$ cat config.mk
export PLATFORM = sky130hd
export DESIGN_NAME = tile_color_sobel_features_core
export DESIGN_NICKNAME = d
export VERILOG_FILES = /design/src/sv/tcsf_pkg.sv /design/src/sv/tcsf_ram.sv /design/src/sv/tcsf_front.sv /design/src/sv/tcsf_fifo.sv /design/src/sv/tcsf_back.sv /design/src/sv/tile_color_sobel_features_core.sv
export SDC_FILE = /design/constraint.sdc
export NUM_CORES = 2
export LEC_CHECK = 0
export BUFFER_PORTS_ARGS = -buffer_cell sky130_fd_sc_hd__buf_2
export CELL_PAD_IN_SITES_DETAIL_PLACEMENT = 0
export CELL_PAD_IN_SITES_GLOBAL_PLACEMENT = 2
export CORE_UTILIZATION = 40
export DETAILED_ROUTE_END_ITERATION = 8
export PLACE_DENSITY = 0.79
export SETUP_SLACK_MARGIN = 0.4
export SLEW_MARGIN = 20
export SYNTH_ARGS = -nofsm -noshare
export SYNTH_HDL_FRONTEND = slang
export SYNTH_SLANG_ARGS = --single-unit
$ cat constraint.sdc
create_clock -name i_clk -period 17 [get_ports i_clk]
set_input_delay 1.7 -clock i_clk [delete_from_list [all_inputs] [get_ports i_clk]]
set_output_delay 1.7 -clock i_clk [all_outputs]
set_load 0.01 [all_outputs]
$ cat src/sv/tcsf_pkg.sv
// Package: shared types and constants of the tile colour/Sobel feature block.
package tcsf_pkg;
    localparam int MaxTile = 64;
    localparam int ColW    = $clog2(MaxTile);
    // one channel of a stencil job: top mid bot tl tm ml mm bl bm, 8 bits each
    localparam int ChJobW  = 72;

    typedef struct packed {
        logic [7:0] red;
        logic [7:0] green;
        logic [7:0] blue;
    } t_pix;

    typedef struct packed {
        logic [16:0] mean_red;
        logic [16:0] mean_green;
        logic [16:0] mean_blue;
        logic [18:0] grad_red;
        logic [18:0] grad_green;
        logic [18:0] grad_blue;
    } t_feat;

    // stencil job handed from the front to the back; channel 0 is red
    typedef struct packed {
        logic        interior;
        logic        last;
        logic [6:0]  edge_len;
        logic [3*ChJobW-1:0] win;
    } t_job;

    typedef enum logic [2:0] {
        S_IDLE, S_SQRT, S_DIVL, S_DIVG, S_OUT
    } t_bstate;
endpackage

$ cat src/sv/tcsf_ram.sv
// Generic single-port-write RAM with registered read.
module tcsf_ram #(
    parameter int Width = 24,
    parameter int Depth = 64
) (
    input  logic                     i_clk,
    input  logic                     i_we,
    input  logic [$clog2(Depth)-1:0] i_waddr,
    input  logic [Width-1:0]         i_wdata,
    input  logic [$clog2(Depth)-1:0] i_raddr,
    output logic [Width-1:0]         o_rdata
);
    logic [Width-1:0] r_mem [Depth];
    logic [Width-1:0] r_rdata;

    always_ff @(posedge i_clk) begin
        if (i_we) r_mem[i_waddr] <= i_wdata;
        r_rdata <= r_mem[i_raddr];
    end
    assign o_rdata = r_rdata;
endmodule

$ cat src/sv/tcsf_front.sv
// Front end: line buffers, 3x3 window and tile position; issues stencil jobs.
module tcsf_front import tcsf_pkg::*; (
    input  logic       i_clk,
    input  logic       i_rst_n,
    input  logic       i_restart,
    input  logic [6:0] i_edge_len,
    input  logic       i_valid,
    output logic       o_ready,
    input  t_pix       i_pix,
    output logic       o_job_valid,
    input  logic       i_job_ready,
    output t_job       o_job
);
    // two-phase: S0 read line buffers, S1 use data and write back
    logic             r_ph;
    t_pix             r_pix;
    logic [ColW-1:0]  r_col, r_row;
    logic [23:0]      r_win [6]; // tl tm ml mm bl bm
    logic [23:0]      older_q, newer_q;
    logic             we;
    logic [23:0]      top, mid, bot;
    logic             col_end, row_end;

    assign o_ready = !r_ph;
    assign top = older_q;
    assign mid = newer_q;
    assign bot = r_pix;
    assign we  = r_ph && i_job_ready;
    assign col_end = ({1'b0, r_col} + 7'd1) >= i_edge_len;
    assign row_end = ({1'b0, r_row} + 7'd1) >= i_edge_len;

    tcsf_ram #(.Width(24), .Depth(MaxTile)) u_older (
        .i_clk, .i_we(we), .i_waddr(r_col), .i_wdata(mid),
        .i_raddr(r_col), .o_rdata(older_q));
    tcsf_ram #(.Width(24), .Depth(MaxTile)) u_newer (
        .i_clk, .i_we(we), .i_waddr(r_col), .i_wdata(bot),
        .i_raddr(r_col), .o_rdata(newer_q));

    always_comb begin
        o_job_valid   = r_ph;
        o_job.interior = (r_row >= ColW'(2)) && (r_col >= ColW'(2));
        o_job.last     = col_end && row_end;
        o_job.edge_len = i_edge_len;
        o_job.win      = '0;
        // red is the top byte of a pixel
        for (int c = 0; c < 3; c++) begin
            o_job.win[c*ChJobW +: ChJobW] = {
                top[(2-c)*8 +: 8], mid[(2-c)*8 +: 8], bot[(2-c)*8 +: 8],
                r_win[0][(2-c)*8 +: 8], r_win[1][(2-c)*8 +: 8],
                r_win[2][(2-c)*8 +: 8], r_win[3][(2-c)*8 +: 8],
                r_win[4][(2-c)*8 +: 8], r_win[5][(2-c)*8 +: 8]};
        end
    end

    always_ff @(posedge i_clk) begin
        if (!i_rst_n || i_restart) begin
            r_ph  <= 1'b0;
            r_col <= '0;
            r_row <= '0;
            if (!i_rst_n) for (int i = 0; i < 6; i++) r_win[i] <= '0;
        end else if (!r_ph) begin
            if (i_valid) begin
                r_ph  <= 1'b1;
                r_pix <= i_pix;
            end
        end else if (i_job_ready) begin
            r_ph     <= 1'b0;
            r_win[0] <= r_win[1]; r_win[1] <= top;
            r_win[2] <= r_win[3]; r_win[3] <= mid;
            r_win[4] <= r_win[5]; r_win[5] <= bot;
            if (col_end) begin
                r_col <= '0;
                r_row <= row_end ? '0 : r_row + ColW'(1);
            end else begin
                r_col <= r_col + ColW'(1);
            end
        end
    end
endmodule

$ cat src/sv/tcsf_fifo.sv
// Short job queue between front and back.
module tcsf_fifo import tcsf_pkg::*; (
    input  logic i_clk,
    input  logic i_rst_n,
    input  logic i_flush,
    input  logic i_valid,
    output logic o_ready,
    input  t_job i_data,
    output logic o_valid,
    input  logic i_ready,
    output t_job o_data
);
    t_job       r_mem [2];
    logic       r_wp, r_rp;
    logic [1:0] r_cnt;
    logic       push, pop;

    assign o_ready = r_cnt != 2'd2;
    assign o_valid = r_cnt != 2'd0;
    assign o_data  = r_mem[r_rp];
    assign push = i_valid && o_ready;
    assign pop  = o_valid && i_ready;

    always_ff @(posedge i_clk) begin
        if (push) r_mem[r_wp] <= i_data;
        if (!i_rst_n || i_flush) begin
            r_wp <= 1'b0; r_rp <= 1'b0; r_cnt <= '0;
        end else begin
            if (push) r_wp <= !r_wp;
            if (pop)  r_rp <= !r_rp;
            r_cnt <= r_cnt + {1'b0, push} - {1'b0, pop};
        end
    end
endmodule

$ cat src/sv/tcsf_back.sv
// Back end: Sobel magnitude, accumulation and final division.
module tcsf_back import tcsf_pkg::*; (
    input  logic  i_clk,
    input  logic  i_rst_n,
    input  logic  i_restart,
    input  logic  i_valid,
    output logic  o_ready,
    input  t_job  i_job,
    output logic  o_valid,
    input  logic  i_ready,
    output t_feat o_feat
);
    t_bstate      r_st, n_st;
    t_job         r_job;
    logic [19:0]  r_lsum [3];
    logic [31:0]  r_gsum [3];
    logic [1:0]   r_ch;
    // sqrt of (sq<<16): 38-bit radicand, 19-bit root, one bit per cycle
    logic [37:0]  r_rad;
    logic [20:0]  r_rem;
    logic [18:0]  r_root;
    logic [4:0]   r_cnt;
    // restoring divider: 40-bit dividend / 24-bit denominator
    logic [39:0]  r_quo;
    logic [24:0]  r_drem;
    logic [5:0]   r_dcnt;
    logic [23:0]  r_den;
    t_feat        r_feat;

    logic signed [10:0] gx, gy;
    logic signed [21:0] gxx, gyy;
    logic [20:0]  sq;
    logic [20:0]  trial;
    logic [22:0]  rem2;
    logic [24:0]  dsh;
    logic [6:0]   ksub;
    logic [7:0]   tp, md, bt, tl, tm, ml, mm, bl, bm;

    assign o_ready = (r_st == S_IDLE);
    assign o_valid = (r_st == S_OUT);
    assign o_feat  = r_feat;

    always_comb begin
        {tp, md, bt, tl, tm, ml, mm, bl, bm} = r_job.win[r_ch*ChJobW +: ChJobW];
        gx = 11'(signed'({3'b0, tp})) - 11'(signed'({3'b0, tl}))
           + 11'(signed'({2'b0, md, 1'b0})) - 11'(signed'({2'b0, ml, 1'b0}))
           + 11'(signed'({3'b0, bt})) - 11'(signed'({3'b0, bl}));
        gy = 11'(signed'({3'b0, tl})) + 11'(signed'({2'b0, tm, 1'b0}))
           + 11'(signed'({3'b0, tp})) - 11'(signed'({3'b0, bl}))
           - 11'(signed'({2'b0, bm, 1'b0})) - 11'(signed'({3'b0, bt}));
        gxx   = 22'(gx);
        gyy   = 22'(gy);
        sq    = 21'(gxx * gxx + gyy * gyy);
        rem2  = {r_rem, r_rad[37:36]};
        trial = {r_root, 2'b01};
        ksub  = r_job.edge_len - 7'd2;
        dsh   = {r_drem[23:0], r_quo[39]};
    end

    always_comb begin
        n_st = r_st;
        case (r_st)
            S_IDLE: if (i_valid) n_st = S_SQRT;
            S_SQRT: if (r_cnt == 5'd19 && r_ch == 2'd2)
                        n_st = r_job.last ? S_DIVL : S_IDLE;
            S_DIVL: if (r_dcnt == 6'd40 && r_ch == 2'd2) n_st = S_DIVG;
            S_DIVG: if (r_dcnt == 6'd40 && r_ch == 2'd2) n_st = S_OUT;
            S_OUT:  if (i_ready) n_st = S_IDLE;
            default: n_st = S_IDLE;
        endcase
    end

    always_ff @(posedge i_clk) begin
        if (!i_rst_n || i_restart) begin
            r_st <= S_IDLE;
            for (int c = 0; c < 3; c++) begin r_lsum[c] <= '0; r_gsum[c] <= '0; end
        end else begin
            r_st <= n_st;
            case (r_st)
                S_IDLE: if (i_valid) begin
                    r_job <= i_job; r_ch <= '0; r_cnt <= '0;
                end
                S_SQRT: begin
                    if (r_cnt == 5'd0) begin
                        r_rad <= {1'b0, sq, 16'd0}; r_rem <= '0; r_root <= '0;
                        r_cnt <= 5'd1;
                    end else begin
                        r_rad <= {r_rad[35:0], 2'b0};
                        if (rem2 >= 23'(trial)) begin
                            r_rem  <= 21'(rem2 - 23'(trial));
                            r_root <= {r_root[17:0], 1'b1};
                        end else begin
                            r_rem  <= rem2[20:0];
                            r_root <= {r_root[17:0], 1'b0};
                        end
                        if (r_cnt == 5'd19) begin
                            r_cnt <= '0;
                        end else r_cnt <= r_cnt + 5'd1;
                        if (r_cnt == 5'd19) begin
                            if (r_job.interior) begin
                                r_lsum[r_ch] <= r_lsum[r_ch] + 20'(mm);
                                r_gsum[r_ch] <= r_gsum[r_ch] + 32'({r_root[17:0],
                                    (rem2 >= 23'(trial))});
                            end
                            r_ch <= r_ch + 2'd1;
                            if (r_ch == 2'd2) begin
                                r_ch <= '0; r_dcnt <= '0;
                                r_den <= 24'(ksub) * 24'(ksub) * 24'd255;
                            end
                        end
                    end
                end
                S_DIVL, S_DIVG: begin
                    if (r_dcnt == 6'd0) begin
                        r_quo  <= (r_st == S_DIVL) ? {4'd0, r_lsum[r_ch], 16'd0}
                                                   : {r_gsum[r_ch], 8'd0};
                        r_drem <= '0; r_dcnt <= 6'd1;
                    end else begin
                        if (dsh >= {1'b0, r_den}) begin
                            r_drem <= dsh - {1'b0, r_den};
                            r_quo  <= {r_quo[38:0], 1'b1};
                        end else begin
                            r_drem <= dsh;
                            r_quo  <= {r_quo[38:0], 1'b0};
                        end
                        r_dcnt <= (r_dcnt == 6'd40) ? 6'd0 : r_dcnt + 6'd1;
                        if (r_dcnt == 6'd40) begin
                            r_ch <= (r_ch == 2'd2) ? 2'd0 : r_ch + 2'd1;
                            if (r_st == S_DIVL) begin
                                case (r_ch)
                                    2'd0: r_feat.mean_red   <= {r_quo[15:0], dsh >= {1'b0, r_den}};
                                    2'd1: r_feat.mean_green <= {r_quo[15:0], dsh >= {1'b0, r_den}};
                                    default: r_feat.mean_blue <= {r_quo[15:0], dsh >= {1'b0, r_den}};
                                endcase
                            end else begin
                                case (r_ch)
                                    2'd0: r_feat.grad_red   <= {r_quo[17:0], dsh >= {1'b0, r_den}};
                                    2'd1: r_feat.grad_green <= {r_quo[17:0], dsh >= {1'b0, r_den}};
                                    default: r_feat.grad_blue <= {r_quo[17:0], dsh >= {1'b0, r_den}};
                                endcase
                            end
                        end
                    end
                end
                S_OUT: if (i_ready) begin
                    for (int c = 0; c < 3; c++) begin r_lsum[c] <= '0; r_gsum[c] <= '0; end
                end
                default: ;
            endcase
        end
    end
endmodule

$ cat src/sv/tile_color_sobel_features_core.sv
// Top level: tile colour and Sobel gradient feature extractor.
// Pixels of a square tile (edge set by cfg, clamped to 3..64) enter in raster
// order. The front takes a new pixel only once the last one has been handed on
// as a job, as it reads and rewrites two 64-entry line buffers per pixel. A
// two-deep queue hands each 3x3 stencil to the back end, which takes one job at
// a time: it takes the job, then per channel runs a load step and a 19-step
// serial square root. The back end therefore sets the sustained rate; the first
// few items of a burst go faster while the queue fills. After the last pixel of
// a tile six serial divisions produce the features, which are held until taken.
// Writing the tile size restarts the tile.
module tile_color_sobel_features_core import tcsf_pkg::*; (
    input  logic       i_clk,
    input  logic       i_rst_n,
    input  logic       i_cfg_we,
    input  logic [6:0] i_cfg_data,
    input  logic       i_valid,
    output logic       o_ready,
    input  t_pix       i_pix,
    output logic       o_valid,
    input  logic       i_ready,
    output t_feat      o_feat
);
    logic [6:0] r_tile, edge_len;
    logic       fj_valid, fj_ready, bj_valid, bj_ready;
    t_job       fj, bj;

    always_ff @(posedge i_clk) begin
        if (!i_rst_n) r_tile <= 7'd8;
        else if (i_cfg_we) r_tile <= i_cfg_data;
    end
    assign edge_len = (r_tile < 7'd3) ? 7'd3 : (r_tile > 7'(MaxTile)) ? 7'(MaxTile) : r_tile;

    tcsf_front u_front (
        .i_clk, .i_rst_n, .i_restart(i_cfg_we), .i_edge_len(edge_len),
        .i_valid, .o_ready, .i_pix,
        .o_job_valid(fj_valid), .i_job_ready(fj_ready), .o_job(fj));
    tcsf_fifo u_fifo (
        .i_clk, .i_rst_n, .i_flush(i_cfg_we),
        .i_valid(fj_valid), .o_ready(fj_ready), .i_data(fj),
        .o_valid(bj_valid), .i_ready(bj_ready), .o_data(bj));
    tcsf_back u_back (
        .i_clk, .i_rst_n, .i_restart(i_cfg_we),
        .i_valid(bj_valid), .o_ready(bj_ready), .i_job(bj),
        .o_valid, .i_ready, .o_feat);
endmodule
==> results.md <==
- Hold buffers post-CTS: 0
- Worst slew pin tran: 1203 ps
- Clock Tree Buf Depth: 4
- CTS sink cnt: 4468
- Initial drt markers: 13420
- Postcts setup bufs: 0
- Final WL: 523200 um
- CP Class: flop to flop
- Post-route DRC: 0
- Resize count post-CTS: 0
- Vias in the first global route: 101000
- CP max stage delay: 740 ps
- Max-slew headroom: 19.79%
- Initial core utilization: 40.19%
- Synth area leaders: edfxtp_1 (74%), a22oi_1 (4.5%), fa_1 (3.8%)
- Skew-Pair Late Insertion Delay: 1020 ps
- Most common cell in the synthesized netlist: edfxtp_1
- Overall Global Routing Usage: 22.56%
- Synth Flop Type: edfxtp_1
- Tcrit/Tclk final: 76.41%
- Final min period: 12990 ps
- Placed Area: 188100 um^2
- RSZ-0062 raised after global routing: no
- Status: completed
- Arr. time, crit path: 13680 ps
- Post-synth cell types: 79
- Net count, final: 11590
- Synth area leader: edfxtp_1
- Pin count of the biggest net entering global routing: 148
- Per-cell routed wire length: 30.36 um
- Final Skew: 117.7 ps
- Synthesized area per cell: 16.85 um^2
- DR vias: 102000
- CTS root buf: clkbuf_16
- Core Rows: 245
- Sequential share of the synthesized area: 74.53%
- Post-Syn Area: 179000 um^2
- Ports: 146
- Dpl hpwl: 290200 um
- Max Fclk: 0.07699 GHz
- Placed insts: 16440
- Fin area: 202100 um^2
- Routed vias/inst: 5.921
- Final hold vios: 0
- Slew Limit Fails: 0
- Post-synth ARST share: 0%
- Maxcap violations: 0
- Synth warn: 0
- Port Buf Inserts: 145
- Pre-CTS setup slack: 3938 ps
- Post-synthesis cell count: 10620
- Startpoint types: flop
- Layout cells sized above 1: 13.32%
- Multi-input combinational cell area: 41770 um^2
- RePlAce Congestion: 0.8231
- Die width: 670.9 um
- GRT overflow: 0
- Core area: 445400 um^2
- CP most frequent cell: fa_1
- CTS H-tree lvls: 5
- Yosys top cell area share: 73.67%
- ANT nets after route: 0
- Setup TNS: 0 ps
- Die area: 450100 um^2
- Filler Cells Inserted: 37850
- Commonest cells in the netlist: edfxtp_1 (4391), a22oi_1 (1081), inv_1 (636)
- Worst Slack Setup Final: 4011 ps
- Die H: 670.9 um
- Layout area overhead: 12.93%
- Slowest cell on crit path: buf_4
- CTS Buf Count: 420
- FF+latch area: 133500 um^2
- DRT Pass-1 Iters: 6
- Final Setup Violations: 0
- Req. time, crit path: 17690 ps
- Worst Setup End Kind: flop
- CP max FO: 45
- Initial antenna violation count: 31
- Tightest Hold Check Type: flop to flop
- Finished Layout Cells: 17230
- First-pass GRT wire length: 736800 um
- Post-synth EDFFs: 4391
- CTS tree: yes
- Clk slew on worst S/H paths: 80 ps
- #FFs+latches synth: 4468
==> flip-flops by register name, indices dropped and copies added (netlist names), 5 cells and up, named ones only <==
signal and cells:
u_back.r_den 21, u_back.r_quo 40, u_front.r_win 144, u_front.u_newer.r_mem 1536, u_front.r_col 6, u_front.o_job 24
u_back.r_root 19, u_back.r_rem 21, u_back.r_dcnt 6, u_back.r_rad 22, r_tile 7, u_back.r_lsum 80
u_front.u_older.r_mem 1536, u_back.r_gsum 128, u_fifo.r_mem 450, u_front.u_older.o_rdata 24, u_front.r_row 6, u_back.r_cnt 5
u_back.r_drem 24, u_back.o_feat 108, u_back.r_job 225, u_front.u_newer.o_rdata 24
==> layout by cell type, fill, tap and decap left out, types with 56 or more instances in the layout <==
| master | n |
|---|---|
| nand3_1 | 81 |
| and2_1 | 59 |
| clkinv_1 | 70 |
| nand2_1 | 251 |
| xor2_1 | 80 |
| mux2i_1 | 131 |
| clkbuf_1 | 90 |
| inv_1 | 636 |
| nand4_1 | 109 |
| buf_4 | 274 |
| clkinv_2 | 87 |
| and3_1 | 163 |
| nor4_1 | 56 |
| a21oi_1 | 244 |
| clkbuf_16 | 422 |
| ha_1 | 275 |
| buf_2 | 145 |
| fa_1 | 343 |
| mux2_2 | 226 |
| a41oi_1 | 66 |
| xnor2_1 | 121 |
| edfxtp_1 | 4391 |
| nor2_1 | 403 |
| a31oi_1 | 230 |
| nor2_4 | 71 |
| a22oi_1 | 1081 |
| o21ai_0 | 121 |
| a21o_1 | 56 |
| a221oi_1 | 232 |
| a22o_1 | 242 |
==> per-layer routing <==
metal  track usage, %  wire length (um)  up-vias
met5                0                72        -
met2            36.95            246800     6239
li1                 -                 -    42430
met4            8.449             22420       10
met3            3.971             53900     1153
met1            30.16            200000    52200
==> cell type report <==
type                       instances  share of cell area (%)
sequential                      4468                   66.02
multi-input combinational       4963                   20.66
clock buffer                     530                   5.514
tap                             5928                   3.669
timing repair buffer             436                   1.551
clock inverter                   250                   1.363
inverter                         643                   1.199
antenna                           14                 0.01733
==> cell families (layout without fill, tap and decap cells) <==
logic type | Yosys count | in the layout | share of synthesized area [%]
AOI/OAI and AO/OA | 2373 | 2373 | 9.718
xor gates and xnor gates | 202 | 202 | 0.9884
adders and majority gates | 618 | 618 | 5.759
buffers and inverters | 1194 | 1859 | 2.536
DFF | 4468 | 4468 | 74.53
muxes | 409 | 409 | 2.809
other | 2 | 19 | 0.004196
and+or+nand+nor | 1356 | 1356 | 3.657
==> path summary, 6_finish.rpt <==
kind / startpoint / end / slack, ps / depth (start not counted)
worst max-delay path: u_back.r_ch[1]$_DFFE_PP_ / u_back.r_rad[35]$_DFFE_PP_ / 4010 / 44
worst min-delay path: u_front.u_older.o_rdata[6]$_DFF_P_ / u_fifo.r_mem[1][214]$_DFFE_PP_ / 430 / 0
worst max register to register: u_back.r_ch[1]$_DFFE_PP_ / u_back.r_rad[35]$_DFFE_PP_ / 4010 / 44
worst min register to register: u_front.u_older.o_rdata[6]$_DFF_P_ / u_fifo.r_mem[1][214]$_DFFE_PP_ / 430 / 0
==> critical path, delay by kind of cell, from the launching register on <==
| kind | cells | cell delay (ps) |
|---|---|---|
| compound gates | 12 | 2680 |
| xor+xnor | 3 | 950 |
| fa+ha+maj | 13 | 5490 |
| buf+inv | 11 | 2060 |
| flops | 1 | 410 |
| mux | 1 | 280 |
| simple gates | 4 | 820 |
==> stage by stage <==
stage / hold slack, ps / utilization, %
6_report: 429.0 / 45.38
3_5_place_dp: 430.6 / 42.24
5_1_grt: 438.1 / 45.38
3_3_place_gp: 421.5 / 42.22
2_1_floorplan: 417.4 / -
4_1_cts: 413.5 / 45.36
Power is left out: the tool's default activity adds up to more than one toggle a clock period on the data nets, which glitch-free logic cannot reach.
